===== src/ssym_pkg.sv =====
// Shared constants, codes and types of the scoped symbol table.
`default_nettype none
package ssym_pkg;

    // Table geometry
    localparam int SCOPE_DEPTH       = 16;
    localparam int ENTRIES_PER_SCOPE = 32;
    localparam int KEY_BITS          = 32;

    // Fixed field widths of the request and result ports
    localparam int NAME_KEY_W = 32;
    localparam int TYPE_W     = 4;
    localparam int STATUS_W   = 3;
    localparam int DEPTH_OUT_W = 5;

    // Derived widths
    localparam int KEY_W       = (KEY_BITS < NAME_KEY_W) ? KEY_BITS : NAME_KEY_W;
    localparam int DEPTH_W     = $clog2(SCOPE_DEPTH + 1);
    localparam int SCOPE_IDX_W = (SCOPE_DEPTH > 1) ? $clog2(SCOPE_DEPTH) : 1;
    localparam int FILL_W      = $clog2(ENTRIES_PER_SCOPE + 1);
    localparam int ENT_IDX_W   = (ENTRIES_PER_SCOPE > 1) ? $clog2(ENTRIES_PER_SCOPE) : 1;
    localparam int ADDR_W      = SCOPE_IDX_W + ENT_IDX_W;
    localparam int DATA_W      = KEY_W + TYPE_W;
    localparam int RAM_DEPTH   = 1 << ADDR_W;

    typedef enum logic [1:0] {
        REQ_PUSH   = 2'd0,
        REQ_POP    = 2'd1,
        REQ_ADD    = 2'd2,
        REQ_LOOKUP = 2'd3
    } t_req;

    typedef enum logic [STATUS_W-1:0] {
        ST_OK       = 3'd0,
        ST_FULL     = 3'd1,
        ST_DUP      = 3'd2,
        ST_NOTFOUND = 3'd3,
        ST_NOSCOPE  = 3'd4
    } t_status;

    typedef struct packed {
        logic              we;
        logic [ADDR_W-1:0] waddr;
        logic [DATA_W-1:0] wdata;
        logic [ADDR_W-1:0] raddr;
    } t_ram_req;

    typedef struct packed {
        logic              strobe;
        t_status           status;
        logic [TYPE_W-1:0] found;
    } t_result;

endpackage
`default_nettype wire


===== src/ssym_seq.sv =====
// Request sequencer: scope stack state and the one-entry-per-cycle key scan.
`default_nettype none
module ssym_seq
(
    input  wire logic                              i_clk,
    input  wire logic                              i_rst_n,
    input  wire logic                              i_start,
    input  wire ssym_pkg::t_req                    i_req,
    input  wire logic [ssym_pkg::KEY_W-1:0]        i_key,
    input  wire logic [ssym_pkg::TYPE_W-1:0]       i_type,
    output logic                                   o_busy,
    output ssym_pkg::t_result                      o_res,
    output logic [ssym_pkg::DEPTH_W-1:0]           o_depth,
    output ssym_pkg::t_ram_req                     o_ram,
    input  wire logic [ssym_pkg::DATA_W-1:0]       i_rdata
);
    import ssym_pkg::*;

    typedef enum logic [1:0] {
        S_IDLE = 2'b01,
        S_SCAN = 2'b10
    } t_state;

    t_state                  r_state, n_state;
    t_req                    r_req, n_req;
    logic [KEY_W-1:0]        r_key, n_key;
    logic [TYPE_W-1:0]       r_type, n_type;
    logic [SCOPE_IDX_W-1:0]  r_scope, n_scope;
    logic [FILL_W-1:0]       r_idx, n_idx;
    logic                    r_cmp_v, n_cmp_v;
    logic [DEPTH_W-1:0]      r_open, n_open;
    logic [FILL_W-1:0]       r_fill [SCOPE_DEPTH];
    logic [FILL_W-1:0]       n_fill [SCOPE_DEPTH];
    t_result                 r_res, n_res;

    logic [FILL_W-1:0]       cur_fill;
    logic                    key_hit;

    assign cur_fill = r_fill[r_scope];
    assign key_hit  = r_cmp_v && (i_rdata[DATA_W-1:TYPE_W] == r_key);

    always_comb begin
        n_state = r_state;
        n_req   = r_req;
        n_key   = r_key;
        n_type  = r_type;
        n_scope = r_scope;
        n_idx   = r_idx;
        n_cmp_v = r_cmp_v;
        n_open  = r_open;
        n_fill  = r_fill;
        n_res   = r_res;
        n_res.strobe = 1'b0;

        o_ram.we    = 1'b0;
        o_ram.waddr = {r_scope, cur_fill[ENT_IDX_W-1:0]};
        o_ram.wdata = {r_key, r_type};
        o_ram.raddr = {r_scope, r_idx[ENT_IDX_W-1:0]};

        case (r_state)
            S_IDLE: begin
                if (i_start) begin
                    n_req  = i_req;
                    n_key  = i_key;
                    n_type = i_type;
                    n_res.found = '0;
                    n_res.status = ST_OK;
                    case (i_req)
                        REQ_PUSH: begin
                            n_res.strobe = 1'b1;
                            if (r_open >= DEPTH_W'(SCOPE_DEPTH)) begin
                                n_res.status = ST_FULL;
                            end else begin
                                n_fill[SCOPE_IDX_W'(r_open)] = '0;
                                n_open = r_open + 1'b1;
                            end
                        end
                        REQ_POP: begin
                            n_res.strobe = 1'b1;
                            if (r_open == '0) begin
                                n_res.status = ST_NOSCOPE;
                            end else begin
                                n_open = r_open - 1'b1;
                            end
                        end
                        default: begin
                            if (r_open == '0) begin
                                n_res.strobe = 1'b1;
                                n_res.status = (i_req == REQ_ADD) ? ST_NOSCOPE : ST_NOTFOUND;
                            end else begin
                                n_scope = SCOPE_IDX_W'(r_open - 1'b1);
                                n_idx   = '0;
                                n_cmp_v = 1'b0;
                                n_state = S_SCAN;
                            end
                        end
                    endcase
                end
            end
            S_SCAN: begin
                if (r_req == REQ_ADD && cur_fill == FILL_W'(ENTRIES_PER_SCOPE)) begin
                    n_res.strobe = 1'b1;
                    n_res.status = ST_FULL;
                    n_state      = S_IDLE;
                end else if (key_hit) begin
                    n_res.strobe = 1'b1;
                    n_state      = S_IDLE;
                    if (r_req == REQ_ADD) begin
                        n_res.status = ST_DUP;
                    end else begin
                        n_res.status = ST_OK;
                        n_res.found  = i_rdata[TYPE_W-1:0];
                    end
                end else if (r_idx < cur_fill) begin
                    // advance: read this entry, compare it next cycle
                    n_idx   = r_idx + 1'b1;
                    n_cmp_v = 1'b1;
                end else if (r_req == REQ_LOOKUP && r_scope != '0) begin
                    n_scope = r_scope - 1'b1;
                    n_idx   = '0;
                    n_cmp_v = 1'b0;
                end else if (r_req == REQ_ADD) begin
                    o_ram.we        = 1'b1;
                    n_fill[r_scope] = cur_fill + 1'b1;
                    n_res.strobe    = 1'b1;
                    n_res.status    = ST_OK;
                    n_state         = S_IDLE;
                end else begin
                    n_res.strobe = 1'b1;
                    n_res.status = ST_NOTFOUND;
                    n_state      = S_IDLE;
                end
            end
            default: begin
                n_state = S_IDLE;
            end
        endcase
    end

    always_ff @(posedge i_clk) begin
        if (!i_rst_n) begin
            r_state      <= S_IDLE;
            r_cmp_v      <= 1'b0;
            r_open       <= '0;
            r_res.strobe <= 1'b0;
            for (int i = 0; i < SCOPE_DEPTH; i++) begin
                r_fill[i] <= '0;
            end
        end else begin
            r_state      <= n_state;
            r_cmp_v      <= n_cmp_v;
            r_open       <= n_open;
            r_res.strobe <= n_res.strobe;
            r_fill       <= n_fill;
        end
        r_req        <= n_req;
        r_key        <= n_key;
        r_type       <= n_type;
        r_scope      <= n_scope;
        r_idx        <= n_idx;
        r_res.status <= n_res.status;
        r_res.found  <= n_res.found;
    end

    assign o_busy  = (r_state != S_IDLE);
    assign o_res   = r_res;
    assign o_depth = r_open;

endmodule
`default_nettype wire


===== config.mk =====
export PLATFORM = sky130hd
export DESIGN_NAME = ssym_seq
export DESIGN_NICKNAME = d
export VERILOG_FILES = /design/src/ssym_pkg.sv /design/src/ssym_seq.sv
export SDC_FILE = /design/constraint.sdc
export NUM_CORES = 1
export LEC_CHECK = 0
export ABC_AREA = 1
export BUFFER_PORTS_ARGS = -buffer_cell sky130_fd_sc_hd__buf_2
export CORE_MARGIN = 5
export CORE_UTILIZATION = 35
export DETAILED_ROUTE_END_ITERATION = 7
export PLACE_DENSITY = 0.51
export SYNTH_ARGS = -nofsm -noshare
export SYNTH_HDL_FRONTEND = slang
export SYNTH_SLANG_ARGS = --single-unit

===== constraint.sdc =====
create_clock -name i_clk -period 4.2 [get_ports i_clk]
set_input_delay 0.42 -clock i_clk [delete_from_list [all_inputs] [get_ports i_clk]]
set_output_delay 0.42 -clock i_clk [all_outputs]
set_load 0.02 [all_outputs]

# [Word level (Yosys, flattened, before mapping)]
# Index checks and enable logic that the tools add are counted.
# W data, S select, Z words.
[op_classes] add_sub_neg=5 n_mul=0 div_mod_pow=0 order_cmp=6 n_eq_ne=27 n_shift=0 mux=74 bitwise_logic=4 reduce_logical=19
[ops] operator="$mux W96" count=8
[ops] operator="$pmux W96 S2" count=1
[ops] operator="$and A96 B96 Y96" count=1
[ops] operator="$bwmux W96" count=1
[ops] operator="$not A96 Y96" count=1
[ops] operator="$mux W6" count=11
[ops] operator="$mux W4" count=15
[ops] operator="$demux W6 S4" count=2
[ops] operator="$eq A32 B32 Y1" count=1
[ops] operator="$ne A2 B2 Y1 const B" count=14
[ops] operator="$bmux W6 S4" count=1
[ops] operator="$mux W2" count=9
[ops] operator="$pmux W4 S2" count=2
[ops] operator="$pmux W8 S2" count=1
[ops] operator="$ge A5 B5 Y1 const B" count=3
[ops] operator="$reduce_and A5 Y1" count=3
[ops] operator="$mux W1" count=14
[ops] operator="$add A6 B1 Y6 const B" count=2
[ops] operator="$pmux W6 S2" count=1
[ops] operator="$lt A5 B1 Y1 const B" count=2
[ops] operator="$mux W5" count=2
[ops] operator="$not A4 Y5" count=2
[ops] operator="$pmux W5 S2" count=1
[ops] operator="$reduce_and A9 Y1" count=1
[ops] operator="other kinds (24)" count=36
[totals] reg_bits=160 latch_bits=0 mem_bits_rw=0 romBits=0 output_inout_bits=69 wordCells=162 n_memories=0

# [Logic depth before layout (Yosys ltp)]
# Gate-level depths: netlist of the first run.
[logic_depth] ltp_word=12 mapped_depth=25

# [Worst setup path before layout of the first run]
# Ideal clock, no wire load.
[synth_timing] path_type="register -> register" startpoint="register r_scope[0]" endpoint="register r_scope[0] (enable)" setup_ps=377 arrival_time_ps=3092 path_slack_ps=732 path_stages_with_launch=20 n_path_buf=5 period_less_slack_ps=3468 path_cell_list="edfxtp_1 > buf_6 > buf_6 > buf_4 > nand2_1 > nand3_1 > nand2_1 > nand2_1 > nand2_1 > inv_1 > nand2_1 > buf_4 > clkbuf_1 > inv_1 > ha_1 > nand3_2 > nor2_4 > nor2_4 > nor2_8 > nor4_1"
[synth_rtl] item="start: declaration" line_no="ssym_seq.sv:28" source="logic [SCOPE_IDX_W-1:0] r_scope, n_scope;"
[synth_rtl] item="start signal: assignment" line_no="ssym_seq.sv:159" source="r_scope <= n_scope;"

# [Worst setup path after layout of the first run]
[layout_timing] startpoint="register r_scope[0]" endpoint="register r_fill[0] in the netlist's numbering"
[layout_between] elab_chain_cells=12 elab_cells_between_ends=26
[layout_rtl] item="$not A4 Y5 (not written as such)" line_no="ssym_seq.sv:39, ssym_seq.sv:124"
[layout_rtl] item="$bmux W6 S4, or another cell as far along" line_no="ssym_seq.sv:39" source="assign cur_fill = r_fill[r_scope];"
[layout_rtl] item="$mux W6 (not written as such) or $logic_and A1 B1 Y1 (tied branches)" line_no="ssym_seq.sv:39, ssym_seq.sv:124"
[layout_rtl] item="$mux W6, on equally long branches" line_no="ssym_seq.sv:39, ssym_seq.sv:124"
[layout_rtl] item="$add A6 B1 Y6 or $demux W6 S4 (tied branches)" line_no="ssym_seq.sv:124" source="n_fill[r_scope] = cur_fill + 1'b1;"
[layout_rtl] item="$bwmux W96" line_no="ssym_seq.sv:124"
[layout_rtl] item="$mux W96" line_no="ssym_seq.sv:122" source="end else if (r_req == REQ_ADD) begin"
[layout_rtl] item="$mux W96" line_no="ssym_seq.sv:118" source="end else if (r_req == REQ_LOOKUP && r_scope != '0) begin"
[layout_rtl] item="$mux W96" line_no="ssym_seq.sv:114" source="end else if (r_idx < cur_fill) begin"
[layout_rtl] item="$mux W96" line_no="ssym_seq.sv:105" source="end else if (key_hit) begin"
[layout_rtl] item="$mux W96" line_no="ssym_seq.sv:101" source="if (r_req == REQ_ADD && cur_fill == FILL_W'(ENTRIES_PER_SCOPE)) begin"
[layout_rtl] item="$pmux W96 S2" line_no="ssym_seq.sv:60" source="case (r_state)"
[layout_rtl] item="end signal: assignment" line_no="ssym_seq.sv:154" source="r_fill <= n_fill;"
[layout_rtl] item="end: declaration" line_no="ssym_seq.sv:32" source="logic [FILL_W-1:0] r_fill [SCOPE_DEPTH];"
# Several ways; a longest one is shown, not always the timed one. The select of a mux whose other input is x is not followed.
# A chain may end at the register's enable or synchronous reset.

==> run summary, run 1 <==
Worst EP arrival = 4.00 ns
routed via count = 9804
# setup viols final = 0
crit end category = register
Async S/R FF share, synth = 0%
Root Driver = clkbuf_16
initial antenna violation count = 0
deepest clock path buffer count = 2
number of gates resized after CTS = 0
EDFF count, synth = 55
Layout Skew = 0.0130 ns
Peak VDD IR = 273 uV
core outline area = 28700 um^2
actual slew at the worst max-slew pin = 0.727 ns
DRC violations left = 0
power per cell area = 577 nW/um^2
Setup crit start kind = register
Cell variety after synth = 39
Die Area = 32600 um^2
TritonCTS clock tree = yes
setup TNS = 0 ns
CTS H-Tree Depth = 4
Ports = 146
Ys Warns = 0
flop-to-flop setup slack = 0.53 ns
TritonCTS buffer count = 17
first-pass GRT wire length = 50700 um
Post-CTS Setup Inserts = 0
worst min-delay path category = primary input to register
cts hold-fix bufs = 0
CTS Sinks = 160
Reg2Reg Depth = 18
pin count of the biggest net entering global routing = 56
Clock transition at path regs = 0.07 ns
worst r2r src = r_scope[0]$_DFFE_PP_
crit path from = r_scope[0]$_DFFE_PP_
Final Cycle Share = 87.4%
fmax = 0.272 GHz
net count after synthesis = 1618
register area share after synthesis = 36.9%
Min Hold Slack = 0.152 ns
FP Rows = 62
status = finished, final reports clean
RSZ-0062 raised after global routing = false
Crit path required time = 4.52 ns
reg2reg end = r_fill[0]$_SDFFE_PN0P_
switching part of the total = 43.2%
commonest non-fill, non-tap cell in the layout = nand2_1
Area Overhead vs Synth = 13.8%
number of global-route vias before repair = 9147
max capacitance violation total = 0
Clock Latency Late Sink = 0.44 ns
share of cells above drive strength 1 = 14.6%
synthesized area per cell = 6.69 um^2
max-slew violations = 0
total leakage power = 0.00574 uW
final net count = 1718
Slew HR = 51.6%
Initial Util = 35.5%
Antenna Cells = 0
RePlAce Congestion = 0.848
Pint = 3800 uW
detailed placement HPWL = 22500 um
Seq cells post-synth = 160
Syn Inst Count = 1522
Wirelength per Cell = 15.8 um
fin crit period = 3.67 ns
via/cell ratio = 4.86
overall routed net length = 32000 um
Overflow after GRT = 0
final hold violations = 0
input/output buffers = 145
Overall Global Routing Usage = 19.3%
TritonRoute pass-1 iters = 7
Reg power frac = 32.8%
switching pwr = 2890 uW
Mapped Area = 10200 um^2
Clk pwr share = 22.9%
Die Height = 181 um
CP Capture Point = r_fill[0]$_SDFFE_PN0P_
Comb power frac = 44.2%
initial drt markers = 723
crit-path max FO = 53
Routed Antenna Nets = 0
Die W = 181 um
most frequent cells in the layout = nand2_1, nor2_1, inv_1
Top FF cell, synth = dfxtp_1
Setup CP Type = register to register
final cells by class:
class	instances	area [um^2]
clock buffers	23	499
clock inverters	9	70.1
fillers	3124	17100
inverters	218	821
multi-input cells	1065	5130
flip-flops and latches	160	3750
well taps	384	480
repair buffers	160	841
sequential cells by signal, indices dropped and copies added (netlist names):
name / cells
r_type: 4
r_state: 2
o_res: 8
r_fill: 96
r_idx: 6
o_depth: 5
r_key: 32
r_req: 2
r_scope: 4
r_cmp_v: 1
routing by layer:
layer	wire length [um]	track usage (%)
met5	0	0
met4	591	4.90
met3	1640	3.43
met2	14200	30.4
met1	15600	27.4
through the flow:
step	instances	util, %	instance area, um^2	setup WS (ns)	total power, uW
after floorplan	1522	-	10200	0.732	4410
after global placement	1987	38.4	11000	0.688	5140
after detailed placement	1987	38.4	11000	0.615	5170
after CTS	2019	40.4	11600	0.584	6730
after global routing	2019	40.4	11600	0.159	7230
final	2019	40.4	11600	0.528	6690
power groups by stage:
stage / Clock, uW / Sequential (uW) / Combinational (uW)
floorplan: 0 / 2320 / 2090
CTS: 1580 / 2200 / 2960
global route: 1650 / 2240 / 3330
detailed placement: 0 / 2230 / 2940
global placement: 0 / 2220 / 2920
finish: 1530 / 2200 / 2960
critical path, cell delays in order, from the launching register on:
cell and delay, ns:
edfxtp_1 0.40, buf_4 0.48, nand2_1 0.11, nand3_1 0.14, nand2_1 0.07, nand2_1 0.06
nand2_1 0.11, nor2_1 0.26, ha_1 0.30, nand2_1 0.09, nor2_1 0.05, a211oi_1 0.23
nand2_1 0.13, inv_2 0.10, nand2_4 0.25, nand3_1 0.49, nand2_1 0.09, nand2_1 0.07
nor2_1 0.04
worst min-delay path by stage:
stage,from,end,slack [ns],depth (start not counted)
floorplan,r_cmp_v$_SDFFE_PN0P_,r_cmp_v$_SDFFE_PN0P_,0.45,2
global placement,r_cmp_v$_SDFFE_PN0P_,r_cmp_v$_SDFFE_PN0P_,0.47,2
detailed placement,r_cmp_v$_SDFFE_PN0P_,r_cmp_v$_SDFFE_PN0P_,0.47,2
CTS,i_key[24],r_key[24]$_DFFE_PP_,0.13,1
global route,i_key[24],r_key[24]$_DFFE_PP_,0.13,1
finish,i_key[24],r_key[24]$_DFFE_PP_,0.15,1
logic make-up after synthesis:
group	count (synthesis)	synth area share [%]
and+or+nand+nor	893	36.6
buffers and inverters	297	13.0
DFF	160	36.9
AOI/OAI and AO/OA	124	8.65
xor gates and xnor gates	28	2.41
adders and majority gates	19	2.33
muxes	1	0.0983
synthesized netlist by cell type, types with 12 or more instances:
cell,count,area [um^2]
nand2_1,441,1660
nor2_1,283,1060
inv_1,213,800
nand3_1,118,591
dfxtp_1,105,2100
o32ai_1,64,561
edfxtp_1,55,1650
o21ai_0,29,145
clkbuf_1,24,90.1
buf_4,20,150
ha_1,19,238
xnor2_1,19,166
a21oi_1,18,90.1
buf_6,16,180
nand3_2,15,150
or2_2,15,93.8
buf_2,12,60.1
(Power assumes the default switching activity.)
==> run 2, diff against run 1 <==
--- a/config.mk
+++ b/config.mk
@@ -7,10 +7,11 @@
 export LEC_CHECK = 0
 export ABC_AREA = 1
 export BUFFER_PORTS_ARGS = -buffer_cell sky130_fd_sc_hd__buf_2
+export CORE_ASPECT_RATIO = 1.25
 export CORE_MARGIN = 5
-export CORE_UTILIZATION = 35
+export CORE_UTILIZATION = 58
 export DETAILED_ROUTE_END_ITERATION = 7
-export PLACE_DENSITY = 0.51
+export PLACE_DENSITY = 0.79
 export SYNTH_ARGS = -nofsm -noshare
 export SYNTH_HDL_FRONTEND = slang
 export SYNTH_SLANG_ARGS = --single-unit
==> run summary, run 2 (same netlist as run 1, synthesis figures left out) <==
Comb power frac = 43.5% (-0.7 points)
Top reg by flops = r_fill
power per cell area = 587 nW/um^2 (+1.8%)
# setup viols final = 0 (unchanged)
flip-flop count of the largest register after layout = 96 (unchanged)
Post-Place Worst Slack = 0.755 ns (+0.141 ns)
Root Driver = clkbuf_16
Ports = 146 (unchanged)
Final Cycle Share = 84.9% (-2.5 points)
Clock transition at path regs = 0.07 ns (about the same)
final hold violations = 0 (unchanged)
CTS Sinks = 160 (unchanged)
switching pwr = 2850 uW (-1.4%)
flop-to-flop setup slack = 0.64 ns (+0.11 ns)
crit-path max FO = 52 (-1.9%)
Setup CP Type = register to output port
status = finished, violations left
TritonCTS buffer count = 17 (unchanged)
Overflow after GRT = 0 (unchanged)
RePlAce Congestion = 0.929 (+9.6%)
input/output buffers = 145 (unchanged)
setup TNS = 0 ns (unchanged)
Setup crit start kind = register
Reg power frac = 32.7% (about the same)
Slowest cell on crit path = edfxtp_1
Overall Global Routing Usage = 27.2% (+7.9 points)
fmax = 0.280 GHz (+2.9%)
Die Area = 20300 um^2 (-38%)
worst r2r src = r_scope[0]$_DFFE_PP_
initial antenna violation count = 0 (unchanged)
Clk pwr share = 23.8% (+0.9 points)
Crit path required time = 3.78 ns (-0.74 ns)
Post-CTS Setup Inserts = 0 (unchanged)
Worst EP arrival = 3.15 ns (-0.85 ns)
Antenna Cells = 0 (unchanged)
TritonRoute pass-1 iters = 8 (+1)
Area Overhead vs Synth = 12.3%
pin count of the biggest net entering global routing = 71 (+27%)
cts hold-fix bufs = 0 (unchanged)
via/cell ratio = 5.43 (+12%)
Pint = 3870 uW (+1.8%)
total power = 6720 uW (+0.40%)
number of gates resized after CTS = 0 (unchanged)
Routed Antenna Nets = 0 (unchanged)
Clock Latency Late Sink = 0.44 ns (about the same)
cell repeated most along the worst path = nand2_1
Layout Skew = 0.0120 ns (-0.000956 ns)
DRC violations left = 2 (+2)
max-slew violations = 0 (unchanged)
share of cells above drive strength 1 = 14.6% (+0.043 points)
Slew HR = 46.1% (-5.5 points)
failing checks = design-rule violations
number of global-route vias before repair = 9132 (-0.16%)
routed via count = 10100 (+3.1%)
Hold Crit Start = i_key[23]
deepest clock path buffer count = 2 (unchanged)
most frequent cells in the layout = nand2_1, nor2_1, inv_1
core outline area = 17400 um^2 (-40%)
max capacitance violation total = 0 (unchanged)
Initial Util = 58.6% (+23 points)
Reg2Reg Depth = 18 (unchanged)
switching part of the total = 42.4% (-0.78 points)
Die W = 129 um (-29%)
Hold Crit Depth = 1 (unchanged)
fin worst setup slack = 0.632 ns (+0.105 ns)
Die Height = 158 um (-12%)
CTS H-Tree Depth = 4 (unchanged)
overall routed net length = 28200 um (-12%)
Peak VDD IR = 294 uV (+7.7%)
TritonCTS clock tree = yes
Finished Layout Cells = 1861 (-7.8%)
final net count = 1720 (+0.12%)
worst min-delay path category = primary input to register
reg2reg end = r_fill[93]$_SDFFE_PN0P_
initial drt markers = 949 (+31%)
fin crit period = 3.57 ns (-0.105 ns)
actual slew at the worst max-slew pin = 0.809 ns (+0.0822 ns)
crit end category = output port
detailed placement HPWL = 19700 um (-13%)
Hold Path Sink = r_key[23]$_DFFE_PP_
Wirelength per Cell = 15.2 um (-4.3%)
FP Rows = 54 (-13%)
DP Cell Count = 1829 (-8.0%)
total leakage power = 0.00576 uW (+0.35%)
worst path cell trace = inv_4, nand2_1, nand3_1, nand2_1, nand2_1, nand2_1, nor2_1, ha_1, nand2_1, nor2_1, a211oi_1, nand2_1, inv_2, nor2_1, buf_2
CP max stage delay = 0.45 ns (-0.04 ns)
RSZ-0062 raised after global routing = false
commonest non-fill, non-tap cell in the layout = nand2_1
first-pass GRT wire length = 44600 um (-12%)
==> run 2: cell count changes in the layout (fill, tap and decap cells not counted), sizes merged <==
cell      before  now
clkinvlp       1    2
buf          160  162
clkinv         3    6
bufinv         0    2
clkbuf        23   17
==> run 2: cell type report <==
class	count	area (um^2)
flip-flops and latches	160	3750
repair buffers	162	866
clock inverters	15	179
inverters	218	821
clock buffers	17	425
well taps	224	280
fillers	1570	5930
multi-input cells	1065	5110
==> run 2: worst max path at each step <==
stage / from / end / slack [ns] / cells after the start
CTS: r_scope[0]$_DFFE_PP_ / o_ram[54] / 0.67 / 15
global route: r_scope[0]$_DFFE_PP_ / r_fill[10]$_SDFFE_PN0P_ / 0.34 / 18
finish: r_scope[0]$_DFFE_PP_ / o_ram[54] / 0.63 / 15
global placement: r_scope[0]$_DFFE_PP_ / r_fill[1]$_SDFFE_PN0P_ / 0.89 / 18
detailed placement: r_scope[0]$_DFFE_PP_ / r_fill[91]$_SDFFE_PN0P_ / 0.76 / 18
floorplan: r_scope[0]$_DFFE_PP_ / r_scope[0]$_DFFE_PP_ / 0.73 / 19
==> run 2: metal layers <==
| metal | part of all wire, % | GRT usage (%) | routed length, um | vias to the layer above |
|---|---|---|---|---|
| li1 | - | - | - | 4987 |
| met1 | 40 | 33.4 | 11300 | 4554 |
| met2 | 47 | 46.4 | 13300 | 488 |
| met3 | 9.0 | 5.16 | 2550 | 79 |
| met4 | 3.6 | 12.2 | 1030 | 0 |
| met5 | 0 | 0 | 0 | - |
==> run 2: power groups by stage <==
stage               Clock (uW)  Combinational (uW)  Sequential [uW]
finish                    1600                2920             2200
global route              1670                3250             2230
CTS                       1610                2880             2190
detailed placement           0                2850             2230
global placement             0                2800             2210
floorplan                    0                2090             2320
==> run 2: through the flow <==
step | util, % | hold slack [ns] | cell area, um^2
floorplan | - | 0.452 | 10200
global placement | 62.4 | 0.477 | 10800
detailed placement | 62.4 | 0.489 | 10800
CTS | 65.9 | 0.147 | 11400
global route | 65.9 | 0.141 | 11400
finish | 65.9 | 0.156 | 11400
==> run 2: worst max-delay path, delay by kind of cell, from the launching register on <==
| family | cells | cell delay [ns] |
|---|---|---|
| and+or+nand+nor | 10 | 1.02 |
| buffers and inverters | 3 | 0.71 |
| adders and majority gates | 1 | 0.31 |
| AOI/OAI and AO/OA | 1 | 0.22 |
| DFF | 1 | 0.45 |
